[config.mk]
export PLATFORM = sky130hd
export DESIGN_NAME = wind_direction_vector_average
export DESIGN_NICKNAME = d
export VERILOG_FILES = /design/src/rtl/wdva_pkg.sv /design/src/rtl/wdva_front.sv /design/src/rtl/wdva_queue.sv /design/src/rtl/wdva_back.sv /design/src/rtl/wind_direction_vector_average.sv
export VERILOG_INCLUDE_DIRS = /design/src /design/src/rtl
export SDC_FILE = /design/constraint.sdc
export NUM_CORES = 2
export LEC_CHECK = 0
export BUFFER_PORTS_ARGS = -buffer_cell sky130_fd_sc_hd__buf_2
export CORE_MARGIN = 2
export CORE_UTILIZATION = 65
export DETAILED_ROUTE_END_ITERATION = 6
export PLACE_DENSITY = 0.82
export SYNTH_ARGS = -nofsm -noshare
export SYNTH_HDL_FRONTEND = slang
export SYNTH_SLANG_ARGS = --single-unit
[constraint.sdc]
create_clock -name clk_i -period 7.9 [get_ports clk_i]
set_input_delay 1.185 -clock clk_i [delete_from_list [all_inputs] [get_ports clk_i]]
set_output_delay 1.185 -clock clk_i [all_outputs]
set_load 0.1 [all_outputs]
[src/rtl/wind_direction_vector_average_defines.svh]
// Assertion macros for the wind direction averaging block.
// Included by the top-level file, which checks its own logic; depends on nothing else.
`ifndef WIND_DIRECTION_VECTOR_AVERAGE_DEFINES_SVH
`define WIND_DIRECTION_VECTOR_AVERAGE_DEFINES_SVH
`ifndef SYNTHESIS
// Clocked assertion with an explicit clock and active-low reset.
`define WDVA_ASSERT_CLK(name, clk, rstn, prop) \
  name: assert property (@(posedge clk) disable iff (!rstn) prop) \
    else $error("wdva assertion failed");
// Clocked assertion on the block's own clock and reset.
`define WDVA_ASSERT(name, prop) \
  `WDVA_ASSERT_CLK(name, clk_i, rst_ni, prop)
`else
`define WDVA_ASSERT_CLK(name, clk, rstn, prop)
`define WDVA_ASSERT(name, prop)
`endif
`endif

[src/rtl/wdva_pkg.sv]
// Shared types, constants and the CORDIC arctangent table of the wind
// direction averaging block. Depends on nothing.
package wdva_pkg;

  // Widest corrected angle that a command can carry.
  localparam int unsigned ANGLE_MAX_BITS = 24;

  // Configuration register indexes.
  localparam logic CFG_ANGLE_OFFSET    = 1'b0;
  localparam logic CFG_SPEED_THRESHOLD = 1'b1;

  // Request codes.
  localparam logic REQ_ADD   = 1'b0;
  localparam logic REQ_CLOSE = 1'b1;

  // Reset value of the speed threshold.
  localparam logic [15:0] THRESHOLD_RESET = 16'd256;

  // CORDIC start gain in Q30, and phase constants at 32 bits per turn.
  localparam logic signed [33:0] CORDIC_GAIN  = 34'sd652032874;
  localparam logic [31:0]        HALF_TURN    = 32'h8000_0000;
  localparam logic [31:0]        QUARTER_TURN = 32'h4000_0000;

  typedef struct packed {
    logic        req_type;
    logic [31:0] reading_time;
    logic [15:0] raw_angle;
    logic [15:0] wind_speed;
  } in_item_t;

  typedef struct packed {
    logic [15:0] mean_angle;
    logic [2:0]  compass_sector;
    logic        direction_valid;
    logic [31:0] period_time;
  } out_item_t;

  // Classified command passed from the front end to the back end.
  typedef struct packed {
    logic                      close;
    logic                      counted;
    logic [31:0]               reading_time;
    logic [ANGLE_MAX_BITS-1:0] corr_angle;
    logic [15:0]               wind_speed;
  } cmd_t;

  // Back end status, seen by the top level.
  typedef struct packed {
    logic busy;
    logic pop;
  } back_status_t;

  typedef enum logic [2:0] {
    S_IDLE,
    S_NORM,
    S_ITER,
    S_ROUND,
    S_MUL,
    S_ADD,
    S_OUT,
    S_EMIT
  } back_state_e;

  // Arctangent of 2^-i as a fraction of a turn, 32 bits per turn.
  function automatic logic [31:0] atan_turn(input logic [4:0] idx);
    logic [31:0] r;
    case (idx)
      5'd0:    r = 32'h2000_0000;
      5'd1:    r = 32'h12E4_051E;
      5'd2:    r = 32'h09FB_385B;
      5'd3:    r = 32'h0511_11D4;
      5'd4:    r = 32'h028B_0D43;
      5'd5:    r = 32'h0145_D7E1;
      5'd6:    r = 32'h00A2_F61E;
      5'd7:    r = 32'h0051_7C55;
      5'd8:    r = 32'h0028_BE53;
      5'd9:    r = 32'h0014_5F2F;
      5'd10:   r = 32'h000A_2F98;
      5'd11:   r = 32'h0005_17CC;
      5'd12:   r = 32'h0002_8BE6;
      5'd13:   r = 32'h0001_45F3;
      5'd14:   r = 32'h0000_A2FA;
      5'd15:   r = 32'h0000_517D;
      5'd16:   r = 32'h0000_28BE;
      5'd17:   r = 32'h0000_145F;
      5'd18:   r = 32'h0000_0A30;
      5'd19:   r = 32'h0000_0518;
      5'd20:   r = 32'h0000_028C;
      5'd21:   r = 32'h0000_0146;
      5'd22:   r = 32'h0000_00A3;
      5'd23:   r = 32'h0000_0051;
      default: r = 32'h0000_0000;
    endcase
    return r;
  endfunction

endpackage

[src/rtl/wdva_front.sv]
// Front end: holds the configuration registers, accepts input items and
// classifies them into commands. Depends on wdva_pkg.
module wdva_front #(
  parameter int unsigned ANGLE_BITS = 16
) (
  input  logic              clk_i,
  input  logic              rst_ni,
  input  logic              cfg_we_i,
  input  logic              cfg_idx_i,
  input  logic [15:0]       cfg_wdata_i,
  input  logic              in_valid_i,
  output logic              in_stall_o,
  input  wdva_pkg::in_item_t in_item_i,
  output logic              push_o,
  output wdva_pkg::cmd_t    cmd_o,
  input  logic              q_full_i
);
  import wdva_pkg::*;

  logic [15:0]           angle_offset_q;
  logic [15:0]           speed_threshold_q;
  logic [ANGLE_BITS-1:0] raw_m;
  logic [ANGLE_BITS-1:0] off_m;
  logic [ANGLE_BITS-1:0] corr;

  // Configuration registers; an unknown index cannot occur with one index bit.
  always_ff @(posedge clk_i or negedge rst_ni) begin
    if (!rst_ni) begin
      angle_offset_q    <= '0;
      speed_threshold_q <= THRESHOLD_RESET;
    end else if (cfg_we_i) begin
      unique case (cfg_idx_i)
        CFG_ANGLE_OFFSET:    angle_offset_q    <= cfg_wdata_i;
        CFG_SPEED_THRESHOLD: speed_threshold_q <= cfg_wdata_i;
        default:             ;
      endcase
    end
  end

  // Correct the vane angle by the mounting offset, modulo one turn.
  always_comb begin
    raw_m = ANGLE_BITS'(in_item_i.raw_angle);
    off_m = ANGLE_BITS'(angle_offset_q);
    corr  = raw_m - off_m;
  end

  // Classify the item and hand it to the queue.
  always_comb begin
    cmd_o.close        = (in_item_i.req_type == REQ_CLOSE);
    cmd_o.counted      = (in_item_i.wind_speed >= speed_threshold_q);
    cmd_o.reading_time = in_item_i.reading_time;
    cmd_o.corr_angle   = ANGLE_MAX_BITS'(corr);
    cmd_o.wind_speed   = in_item_i.wind_speed;
    in_stall_o         = q_full_i;
    push_o             = in_valid_i && !q_full_i;
  end

endmodule

[src/rtl/wdva_queue.sv]
// Two-entry command queue between the front and back ends.
// Depends on wdva_pkg for the command type.
module wdva_queue (
  input  logic           clk_i,
  input  logic           rst_ni,
  input  logic           push_i,
  input  wdva_pkg::cmd_t cmd_i,
  output logic           full_o,
  input  logic           pop_i,
  output logic           valid_o,
  output wdva_pkg::cmd_t cmd_o
);
  import wdva_pkg::*;

  cmd_t       mem_q [2];
  logic       wr_ptr_q;
  logic       rd_ptr_q;
  logic [1:0] count_q;
  logic [1:0] count_d;

  // Entry storage.
  always_ff @(posedge clk_i) begin
    if (push_i) begin
      mem_q[wr_ptr_q] <= cmd_i;
    end
  end

  // Pointers and fill count.
  always_comb begin
    count_d = count_q;
    if (push_i && !pop_i) begin
      count_d = count_q + 2'd1;
    end else if (pop_i && !push_i) begin
      count_d = count_q - 2'd1;
    end
  end

  always_ff @(posedge clk_i or negedge rst_ni) begin
    if (!rst_ni) begin
      wr_ptr_q <= 1'b0;
      rd_ptr_q <= 1'b0;
      count_q  <= '0;
    end else begin
      if (push_i) begin
        wr_ptr_q <= !wr_ptr_q;
      end
      if (pop_i) begin
        rd_ptr_q <= !rd_ptr_q;
      end
      count_q <= count_d;
    end
  end

  assign full_o  = count_q[1];
  assign valid_o = (count_q != 2'd0);
  assign cmd_o   = mem_q[rd_ptr_q];

endmodule

[src/rtl/wdva_back.sv]
// Back end: shared iterative CORDIC for both unit vectors and the azimuth,
// saturating east and north sums, and the result register. Depends on wdva_pkg.
module wdva_back #(
  parameter int unsigned ANGLE_BITS   = 16,
  parameter int unsigned SUM_BITS     = 48,
  parameter int unsigned CORDIC_STEPS = 16
) (
  input  logic                    clk_i,
  input  logic                    rst_ni,
  input  logic                    cmd_valid_i,
  input  wdva_pkg::cmd_t          cmd_i,
  output wdva_pkg::back_status_t  status_o,
  output logic                    out_valid_o,
  input  logic                    out_stall_i,
  output wdva_pkg::out_item_t     out_item_o
);
  import wdva_pkg::*;

  localparam int unsigned IW = (CORDIC_STEPS > 1) ? $clog2(CORDIC_STEPS) : 1;
  localparam logic [IW-1:0] LAST_STEP = IW'(CORDIC_STEPS - 1);
  localparam int unsigned W = ((SUM_BITS > 35) ? SUM_BITS : 35) + 1;
  localparam logic [31:0] ROUND_BIAS = 32'd1 << (31 - ANGLE_BITS);
  localparam logic [ANGLE_BITS-1:0] SECTOR_BIAS = ANGLE_BITS'(1) << (ANGLE_BITS - 4);
  localparam logic signed [W-1:0] SUM_HI = {{(W - SUM_BITS + 1){1'b0}}, {(SUM_BITS - 1){1'b1}}};
  localparam logic signed [W-1:0] SUM_LO = {{(W - SUM_BITS + 1){1'b1}}, {(SUM_BITS - 1){1'b0}}};

  back_state_e state_q, state_d;
  logic        pop;

  logic signed [33:0]         x_q, y_q, z_q;
  logic [IW-1:0]              i_q;
  logic                       rot_q, flip_q, zero_q;
  logic [SUM_BITS-1:0]        me_q, mn_q;
  logic                       e_neg_q, n_neg_q;
  logic signed [SUM_BITS-1:0] east_q, north_q;
  logic                       any_q;
  logic [31:0]                last_q;
  logic signed [17:0]         ce_q, cn_q;
  logic signed [34:0]         te_q, tn_q;
  logic [15:0]                speed_q;
  out_item_t                  out_q;
  logic                       out_valid_q;

  // CORDIC step and helper signals.
  logic signed [33:0] xs, ys, xn, yn, zn, at, rx, ry;
  logic               dpos;
  logic [31:0]        phase, ph_rot, ph2;
  logic               rflip;
  logic               big, vflip;
  logic signed [33:0] vx, vy;
  logic [31:0]        zsum;
  logic [ANGLE_BITS-1:0] ang, sang;
  logic signed [W-1:0] se, sn, ae, an;

  always_comb begin
    xs   = x_q >>> i_q;
    ys   = y_q >>> i_q;
    at   = $signed({2'b00, atan_turn(5'(i_q))});
    dpos = rot_q ? !z_q[33] : (y_q[33] || (y_q == 34'sd0));
    if (dpos) begin
      xn = x_q - ys;
      yn = y_q + xs;
      zn = z_q - at;
    end else begin
      xn = x_q + ys;
      yn = y_q - xs;
      zn = z_q + at;
    end
  end

  // Rotation set-up: fold the phase into the right half plane.
  always_comb begin
    phase  = 32'(cmd_i.corr_angle[ANGLE_BITS-1:0]) << (32 - ANGLE_BITS);
    ph_rot = phase + QUARTER_TURN;
    rflip  = ph_rot[31];
    ph2    = rflip ? (phase - HALF_TURN) : phase;
  end

  // Vectoring set-up from the normalised magnitudes.
  always_comb begin
    big   = (me_q[SUM_BITS-1:30] != '0) || (mn_q[SUM_BITS-1:30] != '0);
    vflip = n_neg_q && (mn_q[29:0] != 30'd0);
    vx    = $signed({4'b0000, mn_q[29:0]});
    vy    = (e_neg_q ^ vflip) ? -$signed({4'b0000, me_q[29:0]})
                              : $signed({4'b0000, me_q[29:0]});
  end

  // Rounding of the rotated vector to Q14.
  always_comb begin
    rx = (x_q + 34'sd32768) >>> 16;
    ry = (y_q + 34'sd32768) >>> 16;
  end

  // Azimuth to binary angle and compass sector.
  always_comb begin
    zsum = z_q[31:0] + ROUND_BIAS;
    ang  = zsum[31 -: ANGLE_BITS];
    sang = ang + SECTOR_BIAS;
  end

  // Saturating sums.
  always_comb begin
    se = W'(east_q) + W'(te_q);
    sn = W'(north_q) + W'(tn_q);
    ae = (se > SUM_HI) ? SUM_HI : ((se < SUM_LO) ? SUM_LO : se);
    an = (sn > SUM_HI) ? SUM_HI : ((sn < SUM_LO) ? SUM_LO : sn);
  end

  // Sequencer next state.
  always_comb begin
    state_d = state_q;
    pop     = 1'b0;
    unique case (state_q)
      S_IDLE: begin
        if (cmd_valid_i) begin
          pop = 1'b1;
          if (cmd_i.close) begin
            state_d = S_NORM;
          end else if (cmd_i.counted) begin
            state_d = S_ITER;
          end
        end
      end
      S_NORM: begin
        if (!big) begin
          state_d = ((me_q == '0) && (mn_q == '0)) ? S_OUT : S_ITER;
        end
      end
      S_ITER: begin
        if (i_q == LAST_STEP) begin
          state_d = rot_q ? S_ROUND : S_OUT;
        end
      end
      S_ROUND: state_d = S_MUL;
      S_MUL:   state_d = S_ADD;
      S_ADD:   state_d = S_IDLE;
      S_OUT:   state_d = S_EMIT;
      S_EMIT: begin
        if (!out_stall_i) begin
          state_d = S_IDLE;
        end
      end
      default: state_d = S_IDLE;
    endcase
  end

  always_ff @(posedge clk_i or negedge rst_ni) begin
    if (!rst_ni) begin
      state_q <= S_IDLE;
    end else begin
      state_q <= state_d;
    end
  end

  // Control and accumulator state.
  always_ff @(posedge clk_i or negedge rst_ni) begin
    if (!rst_ni) begin
      east_q      <= '0;
      north_q     <= '0;
      any_q       <= 1'b0;
      last_q      <= '0;
      out_valid_q <= 1'b0;
    end else begin
      if (pop && !cmd_i.close) begin
        last_q <= cmd_i.reading_time;
        if (cmd_i.counted) begin
          any_q <= 1'b1;
        end
      end
      if (state_q == S_ADD) begin
        east_q  <= ae[SUM_BITS-1:0];
        north_q <= an[SUM_BITS-1:0];
      end
      if (state_q == S_OUT) begin
        east_q      <= '0;
        north_q     <= '0;
        any_q       <= 1'b0;
        out_valid_q <= 1'b1;
      end
      if ((state_q == S_EMIT) && !out_stall_i) begin
        out_valid_q <= 1'b0;
      end
    end
  end

  // CORDIC and product datapath.
  always_ff @(posedge clk_i) begin
    case (state_q)
      S_IDLE: begin
        i_q     <= '0;
        speed_q <= cmd_i.wind_speed;
        rot_q   <= !cmd_i.close;
        flip_q  <= rflip;
        x_q     <= CORDIC_GAIN;
        y_q     <= '0;
        z_q     <= $signed({{2{ph2[31]}}, ph2});
        e_neg_q <= east_q[SUM_BITS-1];
        n_neg_q <= north_q[SUM_BITS-1];
        me_q    <= east_q[SUM_BITS-1] ? (SUM_BITS'(0) - east_q) : east_q;
        mn_q    <= north_q[SUM_BITS-1] ? (SUM_BITS'(0) - north_q) : north_q;
      end
      S_NORM: begin
        zero_q <= (me_q == '0) && (mn_q == '0);
        if (big) begin
          me_q <= me_q >> 1;
          mn_q <= mn_q >> 1;
        end else begin
          x_q <= vx;
          y_q <= vy;
          z_q <= vflip ? $signed({2'b00, HALF_TURN}) : 34'sd0;
        end
      end
      S_ITER: begin
        x_q <= xn;
        y_q <= yn;
        z_q <= zn;
        i_q <= i_q + IW'(1);
      end
      S_ROUND: begin
        cn_q <= flip_q ? -rx[17:0] : rx[17:0];
        ce_q <= flip_q ? -ry[17:0] : ry[17:0];
      end
      S_MUL: begin
        te_q <= ce_q * $signed({1'b0, speed_q});
        tn_q <= cn_q * $signed({1'b0, speed_q});
      end
      S_OUT: begin
        out_q.mean_angle      <= zero_q ? 16'd0 : 16'(ang);
        out_q.compass_sector  <= zero_q ? 3'd0 : sang[ANGLE_BITS-1 -: 3];
        out_q.direction_valid <= any_q;
        out_q.period_time     <= last_q;
      end
      default: ;
    endcase
  end

  assign status_o.busy = (state_q != S_IDLE);
  assign status_o.pop  = pop;
  assign out_valid_o   = out_valid_q;
  assign out_item_o    = out_q;

endmodule

[src/rtl/wind_direction_vector_average.sv]
// Speed-weighted vector mean of wind direction.
// Counted reading: the back end runs the CORDIC steps, then rounds, multiplies and adds; others return it to idle.
// Close: up to SUM_BITS-30 normalising shifts, the CORDIC steps unless both sums are zero, then the result.
// Rate is set by the single shared CORDIC unit; a 2-entry queue decouples the input.
// Reset clears all control state and sums at once; no clearing pass.
module wind_direction_vector_average #(
  parameter int unsigned ANGLE_BITS   = 16,
  parameter int unsigned SUM_BITS     = 48,
  parameter int unsigned CORDIC_STEPS = 16
) (
  input  logic                clk_i,
  input  logic                rst_ni,
  input  logic                cfg_we_i,
  input  logic                cfg_idx_i,
  input  logic [15:0]         cfg_wdata_i,
  input  logic                in_valid_i,
  output logic                in_stall_o,
  input  wdva_pkg::in_item_t  in_item_i,
  output logic                out_valid_o,
  input  logic                out_stall_i,
  output wdva_pkg::out_item_t out_item_o
);
  import wdva_pkg::*;
  `include "wind_direction_vector_average_defines.svh"

  logic         push, q_full, q_valid;
  cmd_t         cmd_in, cmd_out;
  back_status_t status;

  // Front end: configuration and classification.
  wdva_front #(
    .ANGLE_BITS(ANGLE_BITS)
  ) u_front (
    .clk_i      (clk_i),
    .rst_ni     (rst_ni),
    .cfg_we_i   (cfg_we_i),
    .cfg_idx_i  (cfg_idx_i),
    .cfg_wdata_i(cfg_wdata_i),
    .in_valid_i (in_valid_i),
    .in_stall_o (in_stall_o),
    .in_item_i  (in_item_i),
    .push_o     (push),
    .cmd_o      (cmd_in),
    .q_full_i   (q_full)
  );

  // Command queue.
  wdva_queue u_queue (
    .clk_i  (clk_i),
    .rst_ni (rst_ni),
    .push_i (push),
    .cmd_i  (cmd_in),
    .full_o (q_full),
    .pop_i  (status.pop),
    .valid_o(q_valid),
    .cmd_o  (cmd_out)
  );

  // Back end: CORDIC, sums and result register.
  wdva_back #(
    .ANGLE_BITS  (ANGLE_BITS),
    .SUM_BITS    (SUM_BITS),
    .CORDIC_STEPS(CORDIC_STEPS)
  ) u_back (
    .clk_i      (clk_i),
    .rst_ni     (rst_ni),
    .cmd_valid_i(q_valid),
    .cmd_i      (cmd_out),
    .status_o   (status),
    .out_valid_o(out_valid_o),
    .out_stall_i(out_stall_i),
    .out_item_o (out_item_o)
  );

  // The back end only takes a command from a non-empty queue.
  `WDVA_ASSERT(a_pop_nonempty, status.pop |-> q_valid)
  // No command is taken while the back end is working on one.
  `WDVA_ASSERT(a_no_pop_busy, status.busy |-> !status.pop)
  // After a result transfer the back end returns to idle first.
  `WDVA_ASSERT(a_out_gap, (out_valid_o && !out_stall_i) |=> !out_valid_o)

endmodule
==> results.md <==
| Group | Parameter | Value |
| --- | --- | --- |
| yosys | Gate Count Post-Synth | 7,186 |
| outcome | Violated checks | DRC |
| detailed routing | Total via count in the routed design | 54.2k |
| yosys | Adder-cell area share of the yosys netlist | 24.9% |
| place | Port buffer count | 140 |
| detailed routing | Detail Route Antenna Nets | 0 |
| yosys | Mux cell area share after synthesis | 5.00% |
| finish | Post-layout instance count excluding filler cells | 8,608 |
| yosys | Most used flip-flop cell after synthesis | sky130_fd_sc_hd__edfxtp_1 |
| detailed routing | Routed wire length | 181 mm |
| outcome | Run status | finished with violations |
| grt | Number of antenna violations at the first check in global routing | 2 |
| detailed routing | DR WL/cell | 21.0 um |
| worst setup path | Critical-path cell with the highest stage delay | sky130_fd_sc_hd__edfxtp_1 |
| timing | Setup repair after global routing missed its margin | no |
| die | Total core area | 105,000 um^2 |
| finish | Synth-to-layout area growth | 6.55% |
| grt | Global routing usage summed across all routing layers | 33.5% |
| worst setup path | Kind of critical path | flop to flop |
| timing | Final cycle utilization of the critical path | 94.2% |
| clocking | Inserted Clock Buffers | 81 |
| hold path | Hold Crit Class | input pin to asynchronous set/reset pin |
| die | Row count | 119 |
| place | Post-placement worst setup slack | 613 ps |
| detailed routing | Post-route DRC violation count | 1 |
| yosys | Share of synthesized flip-flops with an asynchronous set or reset | 23.7% |
| worst setup path | Endpoint required time on the critical path | 8280 ps |
| clocking | Clock tree from TritonCTS | yes |
| die | IO Pins | 141 |
| yosys | Post-Syn Nets | 8,290 |
| timing | Count of final setup violators | 0 |
| timing | Max-slew headroom at the worst pin | 10.5% |
| worst setup path | Maximum fanout count along the critical path | 36 |
| die | Horizontal die dimension | 330 um |
| worst setup path | Most repeated library cell on the critical path | sky130_fd_sc_hd__fa_1 |
| clocking | Maximum buffer depth of the clock tree | 3 |
| timing | Number of endpoints with negative hold slack in the final report | 0 |
| detailed routing | Via density per instance | 6.29 |
| yosys | Synth cell types | 96 |
| clocking | H-Tree Depth | 3 |
| timing | Worst Clk Skew | 48.0 ps |
| place | Half-perimeter wire length of the detailed placement result | 135 mm |
| yosys | Mean area per synthesized cell | 9.63 um^2 |
| detailed routing | DR pass1 iterations | 7 |
| yosys | Warning count from the yosys run | 0 |
| timing | Highest attainable clock frequency | 134 MHz |
| timing | Setup slack after layout | 458 ps |
| worst setup path | Worst setup SP type | flop |
| place | Placed instance count | 8,456 |
| worst setup path | Count of cells along the worst register-to-register path | 19 |
| yosys | Combinational family with the most area after synthesis | adder cells |
| clocking | Number of clock sinks | 712 |
| finish | Antenna cell count | 0 |
| worst setup path | Endpoint type of the worst setup path | flop |
| yosys | Post-Synthesis Cell Area | 69,200 um^2 |
| clocking | Number of cells upsized or downsized after cts | 0 |
| grt | Maximum number of pins on one net before global-route repair | 134 |
| clocking | Post-CTS repair timing setup buffer count | 0 |
| yosys | Xor and xnor area share after synthesis | 6.84% |
| worst setup path | Max incr delay on CP | 1160 ps |
| clocking | Worst skew pair latency | 690 ps |
| finish | Layout cell share with drive strength beyond 1 | 7.75% |
| yosys | Simple-gate share of the synthesized area | 13.8% |
| place | Final weighted congestion of routability-driven global placement | 0.949 |
| grt | Sum of overflow across all layers after global routing | 0 |
| die | Die area | 109,000 um^2 |
| die | Vert. Die Dim | 330 um |
| detailed routing | Iteration-0 DRC Markers | 5,442 |
| clocking | Worst-path clk slew | 60 ps |
| grt | Global-route wire length before repair | 290 mm |
| worst setup path | Cell Chain, Critical Path | and2_1, fa_1, inv_1, fa_1, fa_1, inv_1, ha_1, fa_1, fa_1, ha_1, or4_1, o211ai_1, o21ai_0, o211a_1, o32a_1, a221oi_1, o21ai_0, a21oi_1, xnor2_1 |
| timing | Final count of pins violating max slew | 0 |
| finish | Leading cell type in the layout, fill and taps excluded | sky130_fd_sc_hd__inv_1 |
| clocking | CTS Hold Bufs | 0 |
| clocking | Clk Tree Root Cell | sky130_fd_sc_hd__clkbuf_16 |
| yosys | Part of the Yosys area used for sequential elements | 29.2% |
| yosys | Register bit count reported by yosys | 712 |
| finish | Layout Nets | 8,253 |
| timing | Slew at the pin with the worst max-slew slack | 1340 ps |
| worst setup path | Arrival time at the worst endpoint | 7830 ps |
| yosys | Compound-gate portion of the synthesized area | 13.6% |
| timing | Final critical path time including I/O delays and setup | 7440 ps |
| run | Max-cap check violation count | 0 |
| yosys | Count of flip-flops with a built-in enable after synthesis | 513 |
| die | Initial cell density of the core | 65.7% |
| finish | Most frequent cells in the layout | sky130_fd_sc_hd__inv_1, sky130_fd_sc_hd__nand2_1, sky130_fd_sc_hd__fa_1 |
| timing | Setup total negative slack | 0 ps |
| grt | Number of global-route vias before repair | 54.1k |
worst paths after layout:
kind	start	to	slack [ps]
setup / recovery	u_back.speed_q[6]	u_back.tn_q[34]	460
hold / removal	rst_ni	u_back.north_q[33]	410
setup reg to reg	u_back.speed_q[6]	u_back.tn_q[34]	460
hold reg to reg	u_back.last_q[23]	u_back.out_item_o[23]	450
max in group asynchronous	rst_ni	u_back.last_q[20]	6250
min in group clk_i	u_back.last_q[23]	u_back.out_item_o[23]	450
per-stage QoR:
| step | utilization (%) | hold slack (ps) | area [um^2] |
|---|---|---|---|
| 4_1_cts | 70.0 | 402 | 73800 |
| 2_1_floorplan | - | 426 | 69200 |
| 3_5_place_dp | 67.4 | 432 | 71100 |
| 5_1_grt | 70.0 | 423 | 73800 |
| 3_3_place_gp | 67.4 | 431 | 71100 |
| 6_report | 70.0 | 411 | 73800 |
routing by layer:
metal  up-vias  GRT usage [%]  part of all wire (%)
met5         -              0                 0.015
met4         4           12.8                   4.0
met3       467           5.71                   8.9
met2      2385           53.1                    46
met1     26700           46.6                    41
li1      24600              -                     -
synthesized netlist by cell type (97+ instances only):
library cell	count	area (um^2)
sky130_fd_sc_hd__edfxtp_1	513	15400
sky130_fd_sc_hd__nand3_1	108	541
sky130_fd_sc_hd__a21oi_1	410	2050
sky130_fd_sc_hd__nor2_1	308	1160
sky130_fd_sc_hd__fa_1	592	11900
sky130_fd_sc_hd__a21o_1	110	826
sky130_fd_sc_hd__mux2i_1	97	971
sky130_fd_sc_hd__dfrtp_1	168	4200
sky130_fd_sc_hd__xnor2_1	263	2300
sky130_fd_sc_hd__and2_1	271	1700
sky130_fd_sc_hd__inv_1	886	3330
sky130_fd_sc_hd__clkbuf_1	272	1020
sky130_fd_sc_hd__ha_1	425	5320
sky130_fd_sc_hd__xor2_1	278	2430
sky130_fd_sc_hd__nand2_1	778	2920
sky130_fd_sc_hd__o21ai_0	384	1920
sequential cells by signal, summed over array words and instances, names as in the netlist, 18 cells and up:
name,count
u_back.z_q,34
u_back.ce_q,18
u_back.out_item_o,52
u_back.cn_q,18
u_back.x_q,34
u_back.me_q,48
u_back.east_q,48
u_back.tn_q,35
u_back.north_q,48
u_back.last_q,32
u_back.te_q,35
u_back.at,30
u_back.y_q,34
u_queue.mem_q,132
u_back.mn_q,48
logic make-up after synthesis:
group | Yosys count
muxes | 247
buffers and inverters | 1214
DFF | 712
xor gates and xnor gates | 541
AOI/OAI and AO/OA | 1484
and+or+nand+nor | 1967
adders and majority gates | 1021
critical path, delay by kind of cell, from the launching register on:
kind	cells	cell delay (ps)
AO/OA/AOI/OAI	7	1960
flip-flops	1	1160
buffers and inverters	2	150
AND/OR/NAND/NOR	2	770
adder cells (fa/ha/maj)	7	3000
XOR/XNOR	1	80
layout make-up:
class,instances,area [um^2]
sequential,712,20200
inverter,891,3350
fill,7882,31600
clock buffer,109,2250
clock inverter,42,452
tap,1391,1740
timing repair buffer,203,1210
multi-input combinational,5260,44500
Power is left out: the tool's default activity adds up to more than one toggle a clock period on the data nets, which glitch-free logic cannot reach.
